File: src/hw/rtl/pte_pkg.sv
// shared types and constants for the periodic timer event scheduler
// no dependencies; imported by pte_ctrl, pte_dp and the top level
`default_nettype none

package pte_pkg;

	localparam int NUM_TIMERS = 8;
	localparam int MAX_FIRES  = 64;

	localparam int IDX_W = (NUM_TIMERS > 1) ? $clog2(NUM_TIMERS) : 1;
	localparam int CNT_W = $clog2(MAX_FIRES + 1);

	localparam logic [1:0] OP_ADVANCE    = 2'd0;
	localparam logic [1:0] OP_SET_TIMER  = 2'd1;
	localparam logic [1:0] OP_CLEAR_TIME = 2'd2;

	typedef struct packed {
		logic [1:0]  opcode;
		logic [31:0] delta_ticks;
		logic [2:0]  timer_index;
		logic        enable_value;
		logic [31:0] period;
	} pte_in_t;

	typedef struct packed {
		logic [2:0]  fired_timer;
		logic [63:0] fire_time;
		logic        last;
		logic        truncated;
	} pte_out_t;

	typedef struct packed {
		logic adv_load;
		logic set_timer;
		logic clr_time;
		logic scan_clear;
		logic scan_step;
		logic fire;
		logic emit;
		logic reload;
		logic finish;
	} pte_cmd_t;

	typedef struct packed {
		logic scan_last;
		logic found;
		logic cnt_full;
		logic have_pend;
	} pte_stat_t;

endpackage

`default_nettype wire

File: src/hw/rtl/pte_ctrl.sv
// controller state machine: sequences scans, firings and reloads of an advance
// depends on pte_pkg
`default_nettype none

module pte_ctrl (
	input  wire logic              clk,
	input  wire logic              arst_n,
	input  wire logic              start,
	input  wire logic [1:0]        opcode,
	input  wire pte_pkg::pte_stat_t stat,
	output pte_pkg::pte_cmd_t      cmd,
	output logic                   busy
);
	import pte_pkg::*;

	typedef enum logic [1:0] {
		ST_IDLE,
		ST_SCAN,
		ST_DECIDE,
		ST_RELOAD
	} state_t;

	state_t state_q;
	logic   accept;
	logic   do_fire;

	assign accept  = start && !busy;
	assign do_fire = stat.found && !stat.cnt_full;

	always_comb begin
		cmd = '0;
		case (state_q)
			ST_IDLE: begin
				if (accept) begin
					cmd.adv_load   = (opcode == OP_ADVANCE);
					cmd.scan_clear = (opcode == OP_ADVANCE);
					cmd.set_timer  = (opcode == OP_SET_TIMER);
					cmd.clr_time   = (opcode == OP_CLEAR_TIME);
				end
			end
			ST_SCAN: cmd.scan_step = 1'b1;
			ST_DECIDE: begin
				cmd.emit   = stat.have_pend;
				cmd.fire   = do_fire;
				cmd.finish = !do_fire;
			end
			ST_RELOAD: begin
				cmd.reload     = 1'b1;
				cmd.scan_clear = 1'b1;
			end
			default: cmd = '0;
		endcase
	end

	always_ff @(posedge clk or negedge arst_n) begin
		if (!arst_n) begin
			state_q <= ST_IDLE;
			busy    <= 1'b0;
		end else begin
			case (state_q)
				ST_IDLE: begin
					if (accept && opcode == OP_ADVANCE) begin
						state_q <= ST_SCAN;
						busy    <= 1'b1;
					end
				end
				ST_SCAN: begin
					if (stat.scan_last)
						state_q <= ST_DECIDE;
				end
				ST_DECIDE: begin
					if (do_fire) begin
						state_q <= ST_RELOAD;
					end else begin
						state_q <= ST_IDLE;
						busy    <= 1'b0;
					end
				end
				ST_RELOAD: state_q <= ST_SCAN;
				default: begin
					state_q <= ST_IDLE;
					busy    <= 1'b0;
				end
			endcase
		end
	end

	busy_matches_state: assert property (@(posedge clk) disable iff (!arst_n)
		busy == (state_q != ST_IDLE))
		else $error("busy out of step with state");

	reload_follows_fire: assert property (@(posedge clk) disable iff (!arst_n)
		state_q == ST_RELOAD |-> $past(cmd.fire))
		else $error("reload without a firing");

	decide_after_scan: assert property (@(posedge clk) disable iff (!arst_n)
		state_q == ST_DECIDE |-> $past(state_q == ST_SCAN && stat.scan_last))
		else $error("decision before the scan ended");

endmodule

`default_nettype wire

File: src/hw/rtl/pte_dp.sv
// datapath: tick time, timer table, earliest-expiry scan and result register
// depends on pte_pkg
`default_nettype none

module pte_dp (
	input  wire logic               clk,
	input  wire logic               arst_n,
	input  wire pte_pkg::pte_in_t   item,
	input  wire pte_pkg::pte_cmd_t  cmd,
	output pte_pkg::pte_stat_t      stat,
	output pte_pkg::pte_out_t       result,
	output logic                    result_strobe
);
	import pte_pkg::*;

	logic [63:0]      time_q;
	logic [63:0]      target_q;
	logic             en_q [NUM_TIMERS];
	logic [31:0]      per_q [NUM_TIMERS];
	logic [63:0]      exp_q [NUM_TIMERS];

	logic [IDX_W-1:0] scan_idx_q;
	logic             best_found_q;
	logic [IDX_W-1:0] best_idx_q;
	logic [63:0]      best_exp_q;
	logic [31:0]      best_per_q;

	logic [IDX_W-1:0] pend_idx_q;
	logic [63:0]      pend_time_q;
	logic             have_pend_q;
	logic [CNT_W-1:0] cnt_q;

	logic [IDX_W-1:0] widx;
	logic             in_range;
	logic [31:0]      new_per;
	logic             cand;
	logic             better;
	logic             cnt_full;

	assign widx     = IDX_W'(item.timer_index);
	assign in_range = (32'(item.timer_index) < 32'(NUM_TIMERS));
	assign new_per  = (item.period == 32'd0) ? 32'd1 : item.period;
	assign cand     = en_q[scan_idx_q] && (exp_q[scan_idx_q] < target_q);
	assign better   = !best_found_q || (exp_q[scan_idx_q] < best_exp_q);
	assign cnt_full = (cnt_q == CNT_W'(MAX_FIRES));

	assign stat.scan_last = (scan_idx_q == IDX_W'(NUM_TIMERS - 1));
	assign stat.found     = best_found_q;
	assign stat.cnt_full  = cnt_full;
	assign stat.have_pend = have_pend_q;

	// control state
	always_ff @(posedge clk or negedge arst_n) begin
		if (!arst_n) begin
			time_q        <= '0;
			scan_idx_q    <= '0;
			best_found_q  <= 1'b0;
			have_pend_q   <= 1'b0;
			cnt_q         <= '0;
			result_strobe <= 1'b0;
			for (int i = 0; i < NUM_TIMERS; i++)
				en_q[i] <= 1'b0;
		end else begin
			result_strobe <= cmd.emit;
			if (cmd.set_timer && in_range)
				en_q[widx] <= item.enable_value;
			if (cmd.clr_time)
				time_q <= '0;
			if (cmd.finish)
				time_q <= target_q;
			if (cmd.adv_load) begin
				have_pend_q <= 1'b0;
				cnt_q       <= '0;
			end
			if (cmd.scan_clear) begin
				scan_idx_q   <= '0;
				best_found_q <= 1'b0;
			end else if (cmd.scan_step) begin
				if (!stat.scan_last)
					scan_idx_q <= scan_idx_q + 1'b1;
				if (cand && better)
					best_found_q <= 1'b1;
			end
			if (cmd.fire)
				cnt_q <= cnt_q + 1'b1;
			if (cmd.reload)
				have_pend_q <= 1'b1;
		end
	end

	// timer table and payload
	always_ff @(posedge clk) begin
		if (cmd.set_timer && in_range) begin
			per_q[widx] <= new_per;
			if (item.enable_value && !en_q[widx])
				exp_q[widx] <= time_q + {32'd0, new_per};
		end
		if (cmd.reload)
			exp_q[best_idx_q] <= best_exp_q + {32'd0, best_per_q};
		if (cmd.adv_load)
			target_q <= time_q + {32'd0, item.delta_ticks};
		if (cmd.scan_step && cand && better) begin
			best_idx_q <= scan_idx_q;
			best_exp_q <= exp_q[scan_idx_q];
			best_per_q <= per_q[scan_idx_q];
		end
		if (cmd.fire) begin
			pend_idx_q  <= best_idx_q;
			pend_time_q <= best_exp_q;
		end
		if (cmd.emit) begin
			result.fired_timer <= 3'(pend_idx_q);
			result.fire_time   <= pend_time_q;
			result.last        <= !best_found_q || cnt_full;
			result.truncated   <= best_found_q && cnt_full;
		end
	end

	strobe_from_emit: assert property (@(posedge clk) disable iff (!arst_n)
		result_strobe |-> $past(cmd.emit))
		else $error("result strobe without an emit");

	truncated_is_last: assert property (@(posedge clk) disable iff (!arst_n)
		result_strobe && result.truncated |-> result.last)
		else $error("truncated flag on a non-final result");

	count_in_range: assert property (@(posedge clk) disable iff (!arst_n)
		cnt_q <= CNT_W'(MAX_FIRES))
		else $error("firing count beyond cap");

	fire_needs_winner: assert property (@(posedge clk) disable iff (!arst_n)
		cmd.fire |-> best_found_q && !cnt_full)
		else $error("firing without a due timer");

endmodule

`default_nettype wire

File: src/hw/rtl/periodic_timer_event_scheduler_top.sv
// top level of the periodic timer event scheduler
// depends on pte_pkg, pte_ctrl and pte_dp
//
// usage:
//   item is taken at a rising edge with start high and busy low. opcode
//   set-timer, clear-time and the unused code finish as they are taken and
//   busy stays low, so another item may follow in the next cycle.
//   an advance raises busy. the datapath walks the timer table one entry a
//   cycle looking for the earliest due expiry; each firing then passes a
//   decision state, a reload state and another full walk. each firing is a
//   transfer on result, shown for one cycle with result_strobe high; a
//   result goes out only once the next walk has shown whether another
//   firing follows, so last and truncated are exact. the final result
//   appears in the cycle busy falls.
//   the receiver cannot stall: results are not held and must be taken.
//   reset clears time, disables all timers and returns to idle; periods
//   and expiries hold no value until written.
`default_nettype none

module periodic_timer_event_scheduler_top (
	input  wire logic              clk,
	input  wire logic              arst_n,
	input  wire logic              start,
	output logic                   busy,
	input  wire pte_pkg::pte_in_t  item,
	output logic                   result_strobe,
	output pte_pkg::pte_out_t      result
);
	import pte_pkg::*;

	pte_cmd_t  cmd;
	pte_stat_t stat;

	pte_ctrl u_ctrl (
		.clk    (clk),
		.arst_n (arst_n),
		.start  (start),
		.opcode (item.opcode),
		.stat   (stat),
		.cmd    (cmd),
		.busy   (busy)
	);

	pte_dp u_dp (
		.clk           (clk),
		.arst_n        (arst_n),
		.item          (item),
		.cmd           (cmd),
		.stat          (stat),
		.result        (result),
		.result_strobe (result_strobe)
	);

endmodule

`default_nettype wire

File: config.mk
export PLATFORM = sky130hd
export DESIGN_NAME = periodic_timer_event_scheduler_top
export DESIGN_NICKNAME = d
export VERILOG_FILES = /design/src/hw/rtl/pte_pkg.sv /design/src/hw/rtl/pte_ctrl.sv /design/src/hw/rtl/pte_dp.sv /design/src/hw/rtl/periodic_timer_event_scheduler_top.sv
export SDC_FILE = /design/constraint.sdc
export NUM_CORES = 2
export LEC_CHECK = 0
export BUFFER_PORTS_ARGS = -buffer_cell sky130_fd_sc_hd__buf_2
export CORE_MARGIN = 2
export CORE_UTILIZATION = 40
export CTS_CLUSTER_DIAMETER = 200
export DETAILED_ROUTE_END_ITERATION = 8
export PLACE_DENSITY = 0.55
export SETUP_SLACK_MARGIN = 0.1
export SLEW_MARGIN = 20
export SYNTH_ARGS = -nofsm -noshare
export SYNTH_HDL_FRONTEND = slang
export SYNTH_SLANG_ARGS = --single-unit
File: constraint.sdc
create_clock -name clk -period 25 [get_ports clk]
set_clock_uncertainty 0.05 [all_clocks]
set_input_delay 0 -clock clk [delete_from_list [all_inputs] [get_ports clk]]
set_output_delay 0 -clock clk [all_outputs]
set_load 0.05 [all_outputs]
==> flow_summary.ini <==
[status]
status = completed

[timing]
tightest_slew_ps = 1104
maxSlewHeadroom_pct = 26.23
hold_violations = 0
rsz0062_at_grt = no
clock.fmax_mhz = 145.8
maxSlewViolCount = 0
setup-tns-final_ps = 0
setup_violations = 0
hold_ws_ps = 91.09
fin_crit_sh_pct = 27.44
period_minus_slack_ps = 6859

[detailed_routing]
viasPerCell = 5.437
first_pass_iters = 6
ant_nets = 0
remaining_drc_errors = 0
routed_wl_um = 131200
drt-initial-drc-count = 2484
wl_per_cell_um = 24.27
vias = 29390

[logic_synthesis]
synth_area_per_cell_um2 = 15.86
syn-num-nets = 3598
synth.distinct_cells = 81
ys_seq_area_share_pct = 65.60
syn_area_um2 = 52200
async_flop_share_pct = 7.619
ys.flop_type = edfxtp_1
synth_enable_flop_cells = 1067
syn_inst = 3292
yosysWarnings = 0
ys_seq_elements = 1155

[floorplanning]
initial_core_util_pct = 40.31
coreArea_um2 = 129500
top_level_ports = 144
die_w_um = 365.2
rows = 132
die-area_um2 = 133400
fp.dieH_um = 365.2

[clock_tree]
root_buffer = clkbuf_16
numClockSinks = 1155
cts_tree = done
insertion_delay_ps = 750
clk_pin_slew_ps = 60
htreeDepth = 4
cts_buffers = 131
post-cts-setup-buffer-count = 0
clock_path_buffers = 3

[placement]
dp.cells = 5073
place.gp.congestion = 0.9005
placed_area_um2 = 55000
io_buffers = 143
dp_hpwl_um = 84970

[global_route]
grt_max_degree = 71
grt_pass1_wl_um = 196000
antenna_found_initial = 5
grt-ovfl-total = 0
grt.total_usage_pct = 19.97
grt_pass1_vias = 29980

[power_and_ir_drop]
p_leak_nw = 21.65
power_density_nw_per_um2 = 112.5
finalPower_mw = 6.780
peakVddDrop_uv = 69.75

[worst_setup_path]
critPathKind = reg2reg
worstSetupEndpointType = flop
slowest_stage = dfrtp_4
cp_cell_sequence = buf_4 -> mux4_2 -> mux2_2 -> ha_1 -> a21o_1 -> a21o_1 -> a21o_1 -> a2111oi_0 -> nor4_1 -> a211oi_1 -> a2111oi_0 -> or4_4 -> a2111oi_4 -> buf_4
worst-endpoint-required_ps = 25300
worstRegToRegCells = 14
worstPathMaxFanout = 59
critPathLaunchType = flop
cp_data_arrival_time_ps = 7160
crit_path_frequent_cell = a21o_1
crit_path_max_incr_delay_ps = 1050

[finish]
area_growth_pct = 15.45
design_area_um2 = 60260
drive_gt1_share_pct = 19.87
finalNonFillerCells = 5406
nFillCells = 11300
fin_nets = 3864
diodes = 0

[worst_hold_path]
hp-class = in2reg
min_path_cells = 2

[run]
cap_viol_max_count = 0
[layout make-up]
type | instances | area (um^2) | share of cell area, %
inverters | 168 | 631.9 | 1.049
multi-input cells | 1823 | 16900 | 28.04
clock inverters | 63 | 684.4 | 1.136
clock buffers | 176 | 3612 | 5.994
flip-flops and latches | 1155 | 34250 | 56.84
well taps | 1742 | 2180 | 3.617
repair buffers | 279 | 1998 | 3.316
[metrics by stage]
step | worst slack, ps | util [%]
after floorplan | 17040 | -
after global placement | 18240 | 42.47
after detailed placement | 18160 | 42.47
after CTS | 18100 | 46.52
after global routing | 17600 | 46.54
final | 18140 | 46.54
[worst max-delay path: cells and delay by family (launching register included)]
kind | cells | cell delay, ps
AOI/OAI and AO/OA | 7 | 1770
buffers and inverters | 2 | 1540
DFF | 1 | 1050
muxes | 2 | 890
and+or+nand+nor | 2 | 650
adders and majority gates | 1 | 310
[synthesized netlist by cell type (5+ instances only)]
master     instances  area [um^2]
o21a_1            25        187.7
o21bai_1          14        105.1
inv_1            167        626.9
and3_1            29        181.4
o21ai_0           69        345.3
edfxtp_1        1067        32040
mux2i_1           27        270.3
nand2b_1          21        131.4
buf_1             31        116.4
o41ai_1            5        43.79
o21ai_1           42        210.2
mux4_2           195         4392
clkbuf_1         100        375.4
o2111ai_1          5        43.79
a21oi_1          147        735.7
buf_2             13        65.06
xnor2_1          111        972.2
a2111oi_0          7        61.31
a311oi_1           5        43.79
ha_1             230         2878
a211oi_1          12        90.09
nor4_1            14        87.58
nor3_1            51        255.2
a21o_1            83        623.1
nand3_1           46        230.2
a211o_1            5        43.79
nor2_1           120        450.4
nand4_1           47        294.0
a31oi_1           20        125.1
dfrtp_1           88         2202
nor2b_1           26        162.7
nand2_1          119        446.7
and2_1            14        87.58
a22o_1            64        560.5
o211ai_1          22        165.2
nor3b_1            8        60.06
mux2_2           106         1194
xor2_1            54        473.0
o31ai_1           12        90.09
or3_1              6        37.54
[power by group]
| group | total (mW) | internal (mW) | switching [mW] |
|---|---|---|---|
| registers | 2.67 | 2.51 | 0.162 |
| clock network | 1.92 | 1.13 | 0.783 |
| logic | 2.19 | 0.935 | 1.26 |
[final timing paths]
| kind | from | end | slack (ps) |
|---|---|---|---|
| setup / recovery | u_dp.scan_idx_q[0] | u_dp.best_exp_q[0] | 18140 |
| hold / removal | item[4] | u_dp.per_q[4][4] | 90 |
| setup reg to reg | u_dp.scan_idx_q[0] | u_dp.best_exp_q[0] | 18140 |
| hold reg to reg | u_dp.pend_time_q[49] | u_dp.result[51] | 370 |
| max in group asynchronous | arst_n | u_dp.scan_idx_q[1] | 23720 |
| min in group asynchronous | arst_n | u_dp.time_q[27] | 280 |
[routing by layer]
layer  share of wire (%)  vias up  global-route usage, %
met4                 1.8        4                  4.971
met1                  45    15040                  27.72
met5               0.012        -                      0
met3                 5.0      173                  3.468
met2                  48      730                  32.67
li1                    -    13450                      -
[cells by family after synthesis]
group	synth area share, %
flops	65.60
fa+ha+maj	5.628
xor+xnor	2.769
compound gates	7.338
simple gates	5.067
mux	11.28
buf+inv	2.311
[sequential cells by signal (all words and copies together), names as in the netlist]
name,count
u_ctrl.busy,1
u_ctrl.state_q,2
u_dp.best_exp_q,64
u_dp.best_found_q,1
u_dp.best_idx_q,3
u_dp.best_per_q,32
u_dp.cnt_q,7
u_dp.en_q,8
u_dp.exp_q,512
u_dp.have_pend_q,1
u_dp.pend_idx_q,3
u_dp.pend_time_q,64
u_dp.per_q,256
u_dp.result,69
u_dp.result_strobe,1
u_dp.scan_idx_q,3
u_dp.target_q,64
u_dp.time_q,64
[cell usage in the layout, fill, tap and decap left out, drive strengths merged, types with 21 or more instances in the layout]
cell type,instances
edfxtp,1067
ha,230
mux4,195
buf,187
clkbuf,176
inv,173
a21oi,147
nor2,121
nand2,119
o21ai,112
xnor2,111
mux2,107
dlygate4sd3,92
dfrtp,88
a21o,83
a22o,64
xor2,54
nor3,54
nand4,47
nand3,46
clkinv,44
and3,30
mux2i,28
nor2b,26
o21a,25
o211ai,22
nand2b,21
a31oi,21
[timing repair]
action	4_1_cts	5_1_grt
endpoints found under the hold margin	463	0
endpoints found under the setup margin	0	0
gates resized for setup	0	0
hold buffers	93	0
(Power assumes the default switching activity.)
